**src/hw/rtl/assert_macros.svh**
```systemverilog
// Assertion macros for the RTL top level, which checks itself.
`ifndef ASSERT_MACROS_SVH
`define ASSERT_MACROS_SVH

// Check a property on every rising edge of clk, off while rst_n is low
`define ASSERT_CLK(label, prop, msg) \
  label: assert property (@(posedge clk) disable iff (!rst_n) (prop)) else $error(msg);

// Check that a condition never holds on a rising edge of clk
`define ASSERT_NEVER(label, cond, msg) \
  `ASSERT_CLK(label, !(cond), msg)

`endif

```
**src/hw/rtl/ssfc_pkg.sv**
```systemverilog
// Package of types, constants and helpers for the sensor scan frame collector.
package ssfc_pkg;

  localparam int MODULES   = 5;
  localparam int WORD_W    = 16;
  localparam int WIDX      = (MODULES > 1) ? $clog2(MODULES) : 1;
  localparam int BCW       = WIDX + 1;
  localparam int QDEPTH    = 2;
  localparam int QPW       = (QDEPTH > 1) ? $clog2(QDEPTH) : 1;
  localparam int QCW       = $clog2(QDEPTH + 1);
  localparam int CFG_AW    = 1;
  localparam int CFG_DW    = 8;

  // Register indexes on the configuration port
  localparam logic [CFG_AW-1:0] CFG_POLL_COMMAND  = 1'd0;
  localparam logic [CFG_AW-1:0] CFG_TIMEOUT_TICKS = 1'd1;

  localparam logic [7:0] TIMEOUT_RESET = 8'd6;

  // Input beat modes
  localparam logic MODE_BYTE = 1'b0;
  localparam logic MODE_TICK = 1'b1;

  typedef enum logic [1:0] {
    KIND_TIMEOUT   = 2'd0,
    KIND_UNCHANGED = 2'd1,
    KIND_UPDATE    = 2'd2
  } kind_t;

  typedef struct packed {
    logic       mode;
    logic [7:0] rx_byte;
  } in_item_t;

  typedef struct packed {
    kind_t       kind;
    logic [2:0]  module_index;
    logic [15:0] module_value;
    logic [15:0] changed_mask;
    logic        send_poll;
    logic        last;
  } out_item_t;

  typedef logic [MODULES-1:0][WORD_W-1:0] frame_t;

  // One event handed from the front to the back
  typedef struct packed {
    logic   is_timeout;
    frame_t words;
  } qent_t;

  typedef struct packed {
    logic full;
    logic empty;
  } q_stat_t;

  // Mirror the bit order of a received byte
  function automatic logic [7:0] rev8(input logic [7:0] b);
    logic [7:0] r;
    for (int i = 0; i < 8; i++) begin
      r[7-i] = b[i];
    end
    return r;
  endfunction

endpackage

```
**src/hw/rtl/ssfc_front.sv**
```systemverilog
// Front end: assembles frames from bytes, counts idle ticks, raises events.
module ssfc_front (
  input  logic              clk,
  input  logic              rst_n,
  input  logic              in_valid,
  output logic              in_ready,
  input  ssfc_pkg::in_item_t in_data,
  input  logic [7:0]        timeout_ticks,
  input  ssfc_pkg::q_stat_t q_stat,
  output logic              push,
  output ssfc_pkg::qent_t   push_data
);

  logic [ssfc_pkg::BCW-1:0]  byte_cnt_r, byte_cnt_nxt;
  logic [7:0]                idle_r, idle_nxt;
  ssfc_pkg::frame_t          frame_r, frame_nxt;
  logic [7:0]                idle_inc;
  logic [7:0]                rev;
  logic [ssfc_pkg::WIDX-1:0] w;
  logic                      accept;

  assign in_ready = !q_stat.full;
  assign accept   = in_valid && in_ready;
  assign rev      = ssfc_pkg::rev8(in_data.rx_byte);
  assign w        = byte_cnt_r[ssfc_pkg::BCW-1:1];
  assign idle_inc = (idle_r == 8'hFF) ? idle_r : idle_r + 8'd1;

  // Classify the beat and advance the frame state
  always_comb begin
    byte_cnt_nxt         = byte_cnt_r;
    idle_nxt             = idle_r;
    frame_nxt            = frame_r;
    push                 = 1'b0;
    push_data.is_timeout = 1'b0;
    if (accept) begin
      if (in_data.mode == ssfc_pkg::MODE_TICK) begin
        if (idle_inc >= timeout_ticks) begin
          push                 = 1'b1;
          push_data.is_timeout = 1'b1;
          byte_cnt_nxt         = '0;
          idle_nxt             = '0;
        end else begin
          idle_nxt = idle_inc;
        end
      end else begin
        idle_nxt = '0;
        if (byte_cnt_r[0]) begin
          frame_nxt[w][15:8] = rev;
        end else begin
          frame_nxt[w][7:0] = rev;
        end
        if (byte_cnt_r == ssfc_pkg::BCW'(2 * ssfc_pkg::MODULES - 1)) begin
          push         = 1'b1;
          byte_cnt_nxt = '0;
        end else begin
          byte_cnt_nxt = byte_cnt_r + 1'b1;
        end
      end
    end
    push_data.words = frame_nxt;
  end

  always_ff @(posedge clk) begin
    if (!rst_n) begin
      byte_cnt_r <= '0;
      idle_r     <= '0;
    end else begin
      byte_cnt_r <= byte_cnt_nxt;
      idle_r     <= idle_nxt;
    end
  end

  // Frame words need no reset: each half is written before it is read
  always_ff @(posedge clk) begin
    frame_r <= frame_nxt;
  end

endmodule

```
**src/hw/rtl/ssfc_queue.sv**
```systemverilog
// Short event queue between the front end and the result back end.
module ssfc_queue (
  input  logic              clk,
  input  logic              rst_n,
  input  logic              push,
  input  ssfc_pkg::qent_t   push_data,
  input  logic              pop,
  output ssfc_pkg::qent_t   head,
  output ssfc_pkg::q_stat_t q_stat
);

  ssfc_pkg::qent_t          ent_r [ssfc_pkg::QDEPTH];
  logic [ssfc_pkg::QPW-1:0] wr_ptr_r, wr_ptr_nxt;
  logic [ssfc_pkg::QPW-1:0] rd_ptr_r, rd_ptr_nxt;
  logic [ssfc_pkg::QCW-1:0] count_r, count_nxt;
  logic                     do_push, do_pop;

  assign q_stat.full  = (count_r == ssfc_pkg::QCW'(ssfc_pkg::QDEPTH));
  assign q_stat.empty = (count_r == '0);
  assign do_push      = push && !q_stat.full;
  assign do_pop       = pop && !q_stat.empty;
  assign head         = ent_r[rd_ptr_r];

  // Advance pointers and occupancy
  always_comb begin
    wr_ptr_nxt = wr_ptr_r;
    rd_ptr_nxt = rd_ptr_r;
    count_nxt  = count_r;
    if (do_push) begin
      wr_ptr_nxt = (wr_ptr_r == ssfc_pkg::QPW'(ssfc_pkg::QDEPTH - 1)) ? '0 : wr_ptr_r + 1'b1;
    end
    if (do_pop) begin
      rd_ptr_nxt = (rd_ptr_r == ssfc_pkg::QPW'(ssfc_pkg::QDEPTH - 1)) ? '0 : rd_ptr_r + 1'b1;
    end
    case ({do_push, do_pop})
      2'b10:   count_nxt = count_r + 1'b1;
      2'b01:   count_nxt = count_r - 1'b1;
      default: count_nxt = count_r;
    endcase
  end

  always_ff @(posedge clk) begin
    if (!rst_n) begin
      wr_ptr_r <= '0;
      rd_ptr_r <= '0;
      count_r  <= '0;
    end else begin
      wr_ptr_r <= wr_ptr_nxt;
      rd_ptr_r <= rd_ptr_nxt;
      count_r  <= count_nxt;
    end
  end

  // Store the entry payload
  always_ff @(posedge clk) begin
    if (do_push) begin
      ent_r[wr_ptr_r] <= push_data;
    end
  end

endmodule

```
**src/hw/rtl/ssfc_back.sv**
```systemverilog
// Back end: compares frames with the previous scan and issues result beats.
module ssfc_back (
  input  logic               clk,
  input  logic               rst_n,
  input  ssfc_pkg::qent_t    head,
  input  ssfc_pkg::q_stat_t  q_stat,
  output logic               pop,
  output logic               mid_burst,
  output logic               out_valid,
  input  logic               out_ready,
  output ssfc_pkg::out_item_t out_data
);

  ssfc_pkg::frame_t          prev_r, prev_nxt;
  logic [ssfc_pkg::WIDX-1:0] idx_r, idx_nxt;
  logic                      out_valid_r, out_valid_nxt;
  ssfc_pkg::out_item_t       out_data_r, res;
  logic                      load, gen, differ, fin;

  assign load      = !out_valid_r || out_ready;
  assign gen       = load && !q_stat.empty;
  assign differ    = |(head.words ^ prev_r);
  assign fin       = (idx_r == ssfc_pkg::WIDX'(ssfc_pkg::MODULES - 1));
  assign out_valid = out_valid_r;
  assign out_data  = out_data_r;
  assign mid_burst = (idx_r != '0);

  // Build the next result from the queue head
  always_comb begin
    res          = '0;
    pop          = 1'b0;
    idx_nxt      = idx_r;
    prev_nxt     = prev_r;
    if (head.is_timeout) begin
      res.kind      = ssfc_pkg::KIND_TIMEOUT;
      res.send_poll = 1'b1;
      res.last      = 1'b1;
      pop           = gen;
    end else if ((idx_r == '0) && !differ) begin
      res.kind      = ssfc_pkg::KIND_UNCHANGED;
      res.send_poll = 1'b1;
      res.last      = 1'b1;
      pop           = gen;
    end else begin
      res.kind         = ssfc_pkg::KIND_UPDATE;
      res.module_index = 3'(idx_r);
      res.module_value = head.words[idx_r];
      res.changed_mask = head.words[idx_r] ^ prev_r[idx_r];
      res.send_poll    = fin;
      res.last         = fin;
      if (gen) begin
        prev_nxt[idx_r] = head.words[idx_r];
        pop             = fin;
        idx_nxt         = fin ? '0 : idx_r + 1'b1;
      end
    end
  end

  // Hold the result until it is taken
  always_comb begin
    out_valid_nxt = out_valid_r;
    if (load) begin
      out_valid_nxt = !q_stat.empty;
    end
  end

  always_ff @(posedge clk) begin
    if (!rst_n) begin
      out_valid_r <= 1'b0;
      idx_r       <= '0;
      prev_r      <= '0;
    end else begin
      out_valid_r <= out_valid_nxt;
      idx_r       <= idx_nxt;
      prev_r      <= prev_nxt;
    end
  end

  always_ff @(posedge clk) begin
    if (gen) begin
      out_data_r <= res;
    end
  end

endmodule

```
**src/hw/rtl/sensor_scan_frame_collector_core.sv**
```systemverilog
// A result beat turns valid once the final byte's event passes the event queue into the output register.
// The same holds for the tick that times out a frame.
// Throughput: one input beat per cycle while the two-entry event queue has room.
// A changed frame leaves the output register as one beat per module, one per cycle while out_ready holds.
// Reset (rst_n low, synchronous) clears counters, queue, output valid and the previous scan.
// Top level of the sensor scan frame collector: front end, event queue, back end.
`include "assert_macros.svh"

module sensor_scan_frame_collector_core (
  input  logic                            clk,
  input  logic                            rst_n,
  input  logic                            in_valid,
  output logic                            in_ready,
  input  ssfc_pkg::in_item_t              in_data,
  output logic                            out_valid,
  input  logic                            out_ready,
  output ssfc_pkg::out_item_t             out_data,
  input  logic                            cfg_we,
  input  logic [ssfc_pkg::CFG_AW-1:0]     cfg_addr,
  input  logic [ssfc_pkg::CFG_DW-1:0]     cfg_data
);

  logic [7:0]        timeout_r, timeout_nxt;
  logic              push, pop, mid_burst;
  ssfc_pkg::qent_t   push_data, head;
  ssfc_pkg::q_stat_t q_stat;
  logic              head_frame, single_res;

  // Take configuration writes; the poll byte is not kept by this block
  always_comb begin
    timeout_nxt = timeout_r;
    if (cfg_we && (cfg_addr == ssfc_pkg::CFG_TIMEOUT_TICKS)) begin
      timeout_nxt = cfg_data;
    end
  end

  always_ff @(posedge clk) begin
    if (!rst_n) begin
      timeout_r <= ssfc_pkg::TIMEOUT_RESET;
    end else begin
      timeout_r <= timeout_nxt;
    end
  end

  ssfc_front u_front (
    .clk           (clk),
    .rst_n         (rst_n),
    .in_valid      (in_valid),
    .in_ready      (in_ready),
    .in_data       (in_data),
    .timeout_ticks (timeout_r),
    .q_stat        (q_stat),
    .push          (push),
    .push_data     (push_data)
  );

  ssfc_queue u_queue (
    .clk       (clk),
    .rst_n     (rst_n),
    .push      (push),
    .push_data (push_data),
    .pop       (pop),
    .head      (head),
    .q_stat    (q_stat)
  );

  ssfc_back u_back (
    .clk       (clk),
    .rst_n     (rst_n),
    .head      (head),
    .q_stat    (q_stat),
    .pop       (pop),
    .mid_burst (mid_burst),
    .out_valid (out_valid),
    .out_ready (out_ready),
    .out_data  (out_data)
  );

  assign head_frame = !q_stat.empty && !head.is_timeout;
  assign single_res = out_valid && (out_data.kind != ssfc_pkg::KIND_UPDATE);

  // Queue cannot be full and empty at once
  `ASSERT_NEVER(a_q_full_empty, q_stat.full && q_stat.empty, "queue full and empty")
  // A burst in progress always has its frame at the queue head
  `ASSERT_CLK(a_mid_has_head, mid_burst |-> head_frame, "burst lost its frame")
  // Single-beat results always close their burst with a poll request
  `ASSERT_CLK(a_single_last, single_res |-> (out_data.last && out_data.send_poll), "single not last")
  // The front never pushes into a full queue
  `ASSERT_NEVER(a_push_full, push && q_stat.full, "push into full queue")

endmodule

```
**config.mk**
```make
export PLATFORM = sky130hd
export DESIGN_NAME = sensor_scan_frame_collector_core
export DESIGN_NICKNAME = d
export VERILOG_FILES = /design/src/hw/rtl/ssfc_pkg.sv /design/src/hw/rtl/ssfc_front.sv /design/src/hw/rtl/ssfc_queue.sv /design/src/hw/rtl/ssfc_back.sv /design/src/hw/rtl/sensor_scan_frame_collector_core.sv
export VERILOG_INCLUDE_DIRS = /design/src /design/src/hw/rtl
export SDC_FILE = /design/constraint.sdc
export NUM_CORES = 1
export LEC_CHECK = 0
export ABC_CLOCK_PERIOD_IN_PS = 7080
export BUFFER_PORTS_ARGS = -buffer_cell sky130_fd_sc_hd__buf_2
export CAP_MARGIN = 10
export CORE_ASPECT_RATIO = 0.5
export CORE_UTILIZATION = 25
export CTS_BUF_LIST = sky130_fd_sc_hd__clkbuf_4
export CTS_CLUSTER_SIZE = 12
export DETAILED_ROUTE_END_ITERATION = 7
export GPL_ROUTABILITY_DRIVEN = 0
export GPL_TIMING_DRIVEN = 0
export PLACE_DENSITY_LB_ADDON = 0.25
export SLEW_MARGIN = 20
export SYNTH_ARGS = -nofsm -noshare
export SYNTH_HDL_FRONTEND = slang
export SYNTH_SLANG_ARGS = --single-unit
```
**constraint.sdc**
```tcl
create_clock -name clk -period 7.08 [get_ports clk]
set_input_delay 0.708 -clock clk [delete_from_list [all_inputs] [get_ports clk]]
set_output_delay 0.708 -clock clk [all_outputs]
set_load 0.02 [all_outputs]
```
==> results of run 1 <==
tightest hold or removal path, cell delays in order:
cell	delay [ns]
buf_2	0.07
nand2_1	0.04
o211ai_1	0.07
area by class of cell:
cell class,count,area (um2),share of cell area
sequential,389,9789,0.4984
multi-input combinational,898,6487,0.3303
clock buffer,148,1111,0.05657
tap,884,1106,0.05631
timing repair buffer,64,530.5,0.02701
buffer,75,366.6,0.01866
clock inverter,27,181.4,0.009237
inverter,17,63.81,0.003249
antenna,2,5.005,0.0002548
through the flow:
stage / total power (uW) / instance area, um2 / setup slack (ns) / setup TNS, ns / std cells
4_1_cts: 4632 / 19640 / 2.284 / 0 / 2502
5_1_grt: 4766 / 19640 / 2.294 / 0 / 2503
3_3_place_gp: 2644 / 18040 / -3.349 / -484.52 / 2317
6_report: 4577 / 19640 / 2.519 / 0 / 2504
3_5_place_dp: 2650 / 18340 / 2.295 / 0 / 2327
2_1_floorplan: 2591 / 16670 / 0.3101 / 0 / 1379
metal layers:
layer	vias up	GRT usage	part of all wire
li1	5465	-	-
met1	5794	0.2304	0.48
met2	551	0.2260	0.41
met3	126	0.04008	0.085
met4	0	0.06833	0.031
met5	-	0	0
power by group through the flow:
stage,sequential [uW],combinational (uW),clock [uW]
after floorplan,2490,106,0
after global placement,2490,157,0
after detailed placement,2490,163,0
after CTS,2440,164,2030
after global routing,2440,178,2150
final,2440,163,1980
registers in the layout, indices dropped and copies added, names as in the netlist, 2 cells and up, named ones only:
register,count
timeout_r,8
u_back.idx_r,3
u_back.out_data,38
u_back.prev_r,80
u_front.byte_cnt_r,4
u_front.frame_r,80
u_front.idle_r,8
u_queue.count_r,2
u_queue.ent_r,162
logic make-up (layout without fill, tap and decap cells):
kind of cell             Yosys count  in the layout
AND/OR/NAND/NOR                  371            371
adder cells (fa/ha/maj)           12             12
multiplexers                     251            251
buffers and inverters             92            331
XOR/XNOR                          84             84
AO/OA/AOI/OAI                    180            180
flip-flops                       389            389
other                              0              2
worst max-delay path by stage:
stage | startpoint | end | slack [ns] | cells after the start
after detailed placement | u_front.idle_r[3] | u_queue.ent_r[0][7] | 2.29 | 16
after global routing | u_front.idle_r[3] | u_queue.ent_r[0][74] | 2.29 | 16
after CTS | u_front.idle_r[3] | u_queue.ent_r[0][74] | 2.28 | 16
after global placement | u_front.idle_r[3] | u_queue.ent_r[1][52] | -3.35 | 12
final | u_back.idx_r[1] | u_queue.count_r[1] | 2.52 | 15
after floorplan | u_front.idle_r[3] | u_queue.ent_r[1][0] | 0.31 | 12
cells in the final DEF (no fill, tap or decap), types with 5 or more instances in the layout:
| cell type | instances |
|---|---|
| edfxtp_1 | 200 |
| dfxtp_1 | 189 |
| mux2i_1 | 164 |
| clkbuf_4 | 148 |
| nand2_1 | 122 |
| nor2_1 | 108 |
| mux2_2 | 86 |
| xnor2_1 | 73 |
| buf_2 | 64 |
| clkbuf_1 | 42 |
| o22ai_1 | 40 |
| nor4_1 | 31 |
| a21oi_1 | 31 |
| nand3_1 | 30 |
| o21ai_0 | 23 |
| nor2b_1 | 17 |
| inv_1 | 16 |
| a31oi_1 | 16 |
| clkinv_1 | 15 |
| buf_1 | 13 |
| nand4_1 | 12 |
| a211oi_1 | 12 |
| ha_1 | 12 |
| xor2_1 | 11 |
| nor3_1 | 11 |
| a22o_1 | 9 |
| a22oi_1 | 9 |
| and3_1 | 9 |
| buf_16 | 8 |
| o221ai_1 | 7 |
| buf_6 | 6 |
| o2bb2ai_1 | 6 |
| a221oi_1 | 6 |
| clkinv_2 | 6 |
| a21o_1 | 5 |
| and2_1 | 5 |
==> summary.txt, run 1 <==
GRT
  – GRT overflow: 0
  – Initial antenna violation count: 2
  – Vias in the first global route: 11279
  – Largest net degree at the start of global routing: 23
  – First-pass GRT wire length: between 70 and 80 mm
  – Overall Global Routing Usage: 0.1605

Pwr
  – Sw Share: 0.2319
  – Sw power: 1061 uW
  – Max VDD drop: slightly below 0.09 mV
  – Lkg Pwr: between 0.007 and 0.008 uW
  – Comb power frac: 0.036
  – Sequential share of power: 0.532
  – Clock power share: 0.432
  – P_int: approximately 3500 uW
  – PwrDens: around 230 nW/um2

Job
  – Max-cap violation count: 0

Layout
  – Final Util: 0.2999
  – Synthesis-to-layout area growth: 17.83%
  – Share of cells above drive strength 1: 0.2138
  – Final nets: between 1500 and 2000
  – Fillers: roughly 6700

Synthesis
  – Post-Synth Simple-Gate Area: 0.1043
  – Area share of the largest cell type after synthesis: 0.3603
  – Mapped Avg Cell Area: about 12 um2
  – Synthesized Nets: around 1400
  – Compound-gate portion of the synthesized area: 0.07199
  – Cells after Synth: about 1400
  – Area leader, netlist: edfxtp_1
  – Ys Warns: 0
  – Ys flop type: edfxtp_1
  – Top cells by count, synth: edfxtp_1 (200), dfxtp_1 (189), mux2i_1 (164)
  – Most frequent cell after synthesis: edfxtp_1
  – Largest family of logic cells by synthesized area: multiplexers
  – Number of synthesized flops with an enable pin: 200
  – XOR/XNOR share of the synthesized area: 0.04414
  – #FFs+latches synth: 389
  – Synth top area cells: edfxtp_1 (36%), dfxtp_1 (23%), mux2i_1 (9.8%), mux2_2 (5.8%), xnor2_1 (3.8%)
  – Distinct cells, synth: 61
  – Adder-Cell Fraction of Synth Area: 0.009008
  – Multiplexer share of the synthesized area: 0.1574
  – Async S/R FF share, synth: 0
  – Register area share after synthesis: 0.5873
  – Post-Synthesis Cell Area: around 17000 um2

Timing
  – Endpoints failing setup: 0
  – Slew Limit Fails: 0
  – Minimum clock period: ~4.6 ns
  – Final hold vios: 0
  – RSZ-0062 raised after global routing: false
  – Worst-margin pin slew: 1.101 ns
  – Clk_skew: roughly 0.08 ns
  – Slew Limit Headroom: 0.2663
  – Final period util: 0.6442
  – Min Hold Slack: ~0.11 ns
  – Max Fclk: about 0.22 GHz

CTS
  – Clock sink total: 389
  – Inserted Clock Buffers: 98
  – Post-cts resize count: 0
  – Post-CTS Setup Inserts: 0
  – TritonCTS clock tree: yes
  – H-tree levels: 3
  – Clock Path Buffers: 3
  – Clock root cell: clkbuf_4
  – Cts hold-fix bufs: 0
  – Reg clk slew, reported paths: 0.07 ns
  – Clock Latency Late Sink: 0.88 ns

Floorplanning
  – I/O pin cnt: 64
  – Initial Utilization: 0.2545
  – FP Rows: 66
  – Die Wd: roughly 370 um
  – Core area: about 65000 um2
  – Die Y: ~180 um
  – Die area: slightly below 70000 um2

Setup path
  – CP cell instances: clkbuf_1 > inv_1 > clkbuf_1 > ha_1 > nor2b_1 > o21ai_0 > nor4_1 > nand4_1 > nor4_4 > a21o_1 > buf_4 > o21a_2 > ha_1 > or3_1 > a21oi_1
  – FF-to-FF End: u_queue.count_r[1]
  – Launch point of the worst reg-to-reg path: u_back.idx_r[1]
  – CP Launch Type: flop
  – CP arrival: between 5 and 6 ns
  – Top delay family on crit path: simple AND/OR/NAND/NOR gates
  – Max FO, Critical Path: 10
  – Crit path buf inv count: 4
  – CP required: 7.84 ns
  – CP Class: flop to flop
  – Worst path slowest cell: clkbuf_1
  – Setup crit end kind: flop
  – Reg-to-reg slack, setup: approximately 2.5 ns
  – R2r worst-path depth: 15
  – Critical path's largest stage delay: between 0.6 and 0.7 ns

Placement
  – Post-DP HPWL: around 40 mm
  – I/O Buffers: 54

Detailed routing
  – Vias: about 12000
  – Antenna Violating Nets Remaining: 0
  – WL/cell: about 22 um
  – DRT Pass-1 Iters: 8
  – Drt drc: 0
  – Vias per Instance: between 4 and 5
  – DRT Wirelength: 55.01 mm
  – DR iter-0 viols: between 1000 and 1500

Hold path
  – Min-Delay Path Class: input pin to flop
  – Worst Hold Depth: 3
  – Hold wc startpoint: cfg_data[2]
  – Worst Hold End: timeout_r[2]

Run status
  – Status: finished, final reports clean
Power figures use the tool's default switching activity.
==> inputs of run 2 (changes only) <==
--- a/config.mk
+++ b/config.mk
@@ -6,7 +6,7 @@
 export SDC_FILE = /design/constraint.sdc
 export NUM_CORES = 1
 export LEC_CHECK = 0
-export ABC_CLOCK_PERIOD_IN_PS = 7080
+export ABC_CLOCK_PERIOD_IN_PS = 4000
 export BUFFER_PORTS_ARGS = -buffer_cell sky130_fd_sc_hd__buf_2
 export CAP_MARGIN = 10
 export CORE_ASPECT_RATIO = 0.5
==> constraint.sdc (replaced) <==
create_clock -name clk -period 4 [get_ports clk]
set_input_delay 0.4 -clock clk [delete_from_list [all_inputs] [get_ports clk]]
set_output_delay 0.4 -clock clk [all_outputs]
set_load 0.02 [all_outputs]
==> run 2 against run 1 <==
  * Worst setup slack worse by 2.3 ns
  * Critical endpoint unchanged
  * Clock skew is 0.016 ns lower
  * Critical path depth decreased by 2
  * Combinational power rose by 90%
  * Count of clock-buffer cells in the layout grew 4
  * Clock power up 70%
  * First-iteration DRC count grew 0.76%
  * Power up 75%
  * Wire length grew 0.61%
  * Core utilization increased by 1.2 points
  * Final cell count up 1.2%
  * Highest routed layer unchanged
  * Largest cell class unchanged
==> summary.txt, run 2 (same netlist as run 1, synthesis figures left out) <==
Run status
  – Status: finished, final reports clean (unchanged)

Layout
  – Final nets: 1602 (was 1578)
  – Reg with most FFs: u_queue.ent_r (unchanged)
  – Max reg flops: 162 (unchanged)
  – Biggest regs: u_queue.ent_r (162), u_back.prev_r (80), u_front.frame_r (80) (unchanged)
  – Share of cells above drive strength 1: 0.2591 (was 0.2138)
  – Most frequent cells in the layout: edfxtp_1 (200), dfxtp_1 (188), clkbuf_4 (153) (was edfxtp_1 (200), dfxtp_1 (189), mux2i_1 (164))
  – Final Util: 0.3121 (was 0.2999)
  – Commonest non-fill, non-tap cell in the layout: edfxtp_1 (unchanged)
  – Layout Cells excl Fill: 2533 (was 2504)
  – Fillers: 6613 (was 6746)
  – Synthesis-to-layout area growth: 22.60% (was 17.83%)

Detailed routing
  – DR iter-0 viols: 1197 (was 1188)
  – Vias per Instance: 4.767 (about the same)
  – WL/cell: 21.85 um (was 21.97 um)
  – DRT Wirelength: 55.34 mm (was 55.01 mm)
  – DRT Pass-1 Iters: 6 (was 8)
  – Vias: 12075 (was 11936)
  – Drt drc: 0 (unchanged)
  – Antenna Violating Nets Remaining: 0 (unchanged)

GRT
  – Vias in the first global route: 11501 (was 11279)
  – GRT overflow: 0 (unchanged)
  – Overall Global Routing Usage: 0.1616 (was 0.1605)
  – Largest net degree at the start of global routing: 23 (unchanged)
  – Initial antenna violation count: 2 (unchanged)
  – First-pass GRT wire length: 79.26 mm (was 78.72 mm)

Timing
  – Clk_skew: 0.06590 ns (was 0.08196 ns)
  – Minimum clock period: 3.820 ns (was 4.561 ns)
  – Slew Limit Headroom: 0.3082 (was 0.2663)
  – Final setup margin: 0.1798 ns (was 2.519 ns)
  – Final hold vios: 0 (unchanged)
  – Endpoints failing setup: 0 (unchanged)
  – Max Fclk: 0.2618 GHz (was 0.2193 GHz)
  – Worst-margin pin slew: 1.034 ns (was 1.101 ns)
  – Slew Limit Fails: 0 (unchanged)
  – Final period util: 0.9551 (was 0.6442)
  – Min Hold Slack: 0.06337 ns (was 0.1109 ns)
  – RSZ-0062 raised after global routing: false (unchanged)

CTS
  – H-tree levels: 3 (unchanged)
  – TritonCTS clock tree: yes (unchanged)
  – Clock Path Buffers: 3 (unchanged)
  – Clock sink total: 389 (unchanged)
  – Clock root cell: clkbuf_4 (unchanged)
  – Clock Latency Late Sink: 0.89 ns (was 0.88 ns)
  – Inserted Clock Buffers: 96 (was 98)
  – Reg clk slew, reported paths: 0.07 ns (about the same)

Floorplanning
  – I/O pin cnt: 64 (unchanged)
  – Core area: 65490 um2 (unchanged)
  – Die Y: 184.6 um (unchanged)
  – FP Rows: 66 (unchanged)
  – Initial Utilization: 0.2545 (unchanged)
  – Die Wd: 367.2 um (unchanged)
  – Die area: 67770 um2 (unchanged)

Job
  – Max-cap violation count: 0 (unchanged)

Pwr
  – Sequential share of power: 0.539 (was 0.532)
  – Clock power share: 0.422 (was 0.432)
  – P_int: 6138 uW (was 3516 uW)
  – Comb power frac: 0.039 (was 0.036)
  – Final Power: 7998 uW (was 4577 uW)
  – Max VDD drop: 0.1578 mV (was 0.08842 mV)
  – Lkg Pwr: 0.007338 uW (was 0.007049 uW)
  – Sw Share: 0.2326 (was 0.2319)
  – Sw power: 1860 uW (was 1061 uW)
  – PwrDens: 391.4 nW/um2 (was 233.0 nW/um2)

Setup path
  – CP Launch Type: flop (unchanged)
  – CP Class: flop to flop (unchanged)
  – CP arrival: 4.63 ns (was 5.32 ns)
  – Max FO, Critical Path: 10 (unchanged)
  – Setup crit end kind: flop (unchanged)
  – CP required: 4.81 ns (was 7.84 ns)

Hold path
  – Min-Delay Path Class: input pin to flop (unchanged)

Placement
  – Post-DP HPWL: 40.08 mm (was 39.76 mm)
  – Placed insts: 2327 (unchanged)
  – Dpl ws: -0.4531 ns (was 2.295 ns)
  – I/O Buffers: 54 (unchanged)
run 2: area by class of cell:
cell class / instances / area, um2 / area share
antenna: 5 / 12.51 / 0.0006123
buffer: 73 / 404.1 / 0.01978
inverter: 17 / 67.56 / 0.003306
clock buffer: 152 / 1141 / 0.05584
timing repair buffer: 92 / 785.8 / 0.03845
tap: 884 / 1106 / 0.05412
multi-input combinational: 898 / 7018 / 0.3434
clock inverter: 23 / 110.1 / 0.005388
sequential: 389 / 9791 / 0.4791
run 2: repair_timing:
action / 4_1_cts / 5_1_grt
setup endpoints to repair: 58 / 2
cloned: 0 / 0
resized for setup: 36 / 80
pin swaps: 2 / 4
hold endpoints to repair: 10 / 0
setup buffers: 3 / 9
hold buffers: 16 / 0
run 2: routing by layer:
| layer | track usage | up-vias | part of all wire |
|---|---|---|---|
| met5 | 0 | - | 0 |
| met4 | 0.06483 | 0 | 0.028 |
| met3 | 0.03237 | 97 | 0.077 |
| met2 | 0.2337 | 521 | 0.42 |
| met1 | 0.2336 | 5922 | 0.48 |
| li1 | - | 5535 | - |
run 2: metrics by stage:
| step | area [um2] | setup TNS (ns) |
|---|---|---|
| 2_1_floorplan | 16690 | 0 |
| 3_3_place_gp | 18070 | -306.26 |
| 3_5_place_dp | 18330 | -3.087 |
| 4_1_cts | 19910 | -0.02046 |
| 5_1_grt | 20440 | 0 |
| 6_report | 20440 | 0 |
run 2: power groups by stage:
stage | registers, uW | logic, uW | clock network [uW]
2_1_floorplan | 4400 | 188 | 0
3_3_place_gp | 4400 | 281 | 0
3_5_place_dp | 4400 | 290 | 0
4_1_cts | 4310 | 303 | 3470
5_1_grt | 4320 | 335 | 3680
6_report | 4310 | 309 | 3370
run 2: critical path: stages (launching register included):
cell	delay [ns]
dfxtp_2	0.41
buf_8	0.20
buf_8	0.24
mux2i_4	0.41
o21ai_0	0.14
nor4_1	0.35
nand4_1	0.19
nor4_4	0.43
a21o_1	0.17
buf_4	0.22
o21a_4	0.21
ha_1	0.27
or3_1	0.35
a21oi_1	0.14
run 2: path summary, 6_finish.rpt:
check	endpoint	slack (ns)	start	depth (start not counted)
min	u_front.byte_cnt_r[2]	0.06	in_valid	6
max reg2reg	u_queue.count_r[1]	0.18	flop	13
min reg2reg	flop	0.48	u_queue.rd_ptr_r	2
max	u_queue.count_r[1]	0.18	flop	13
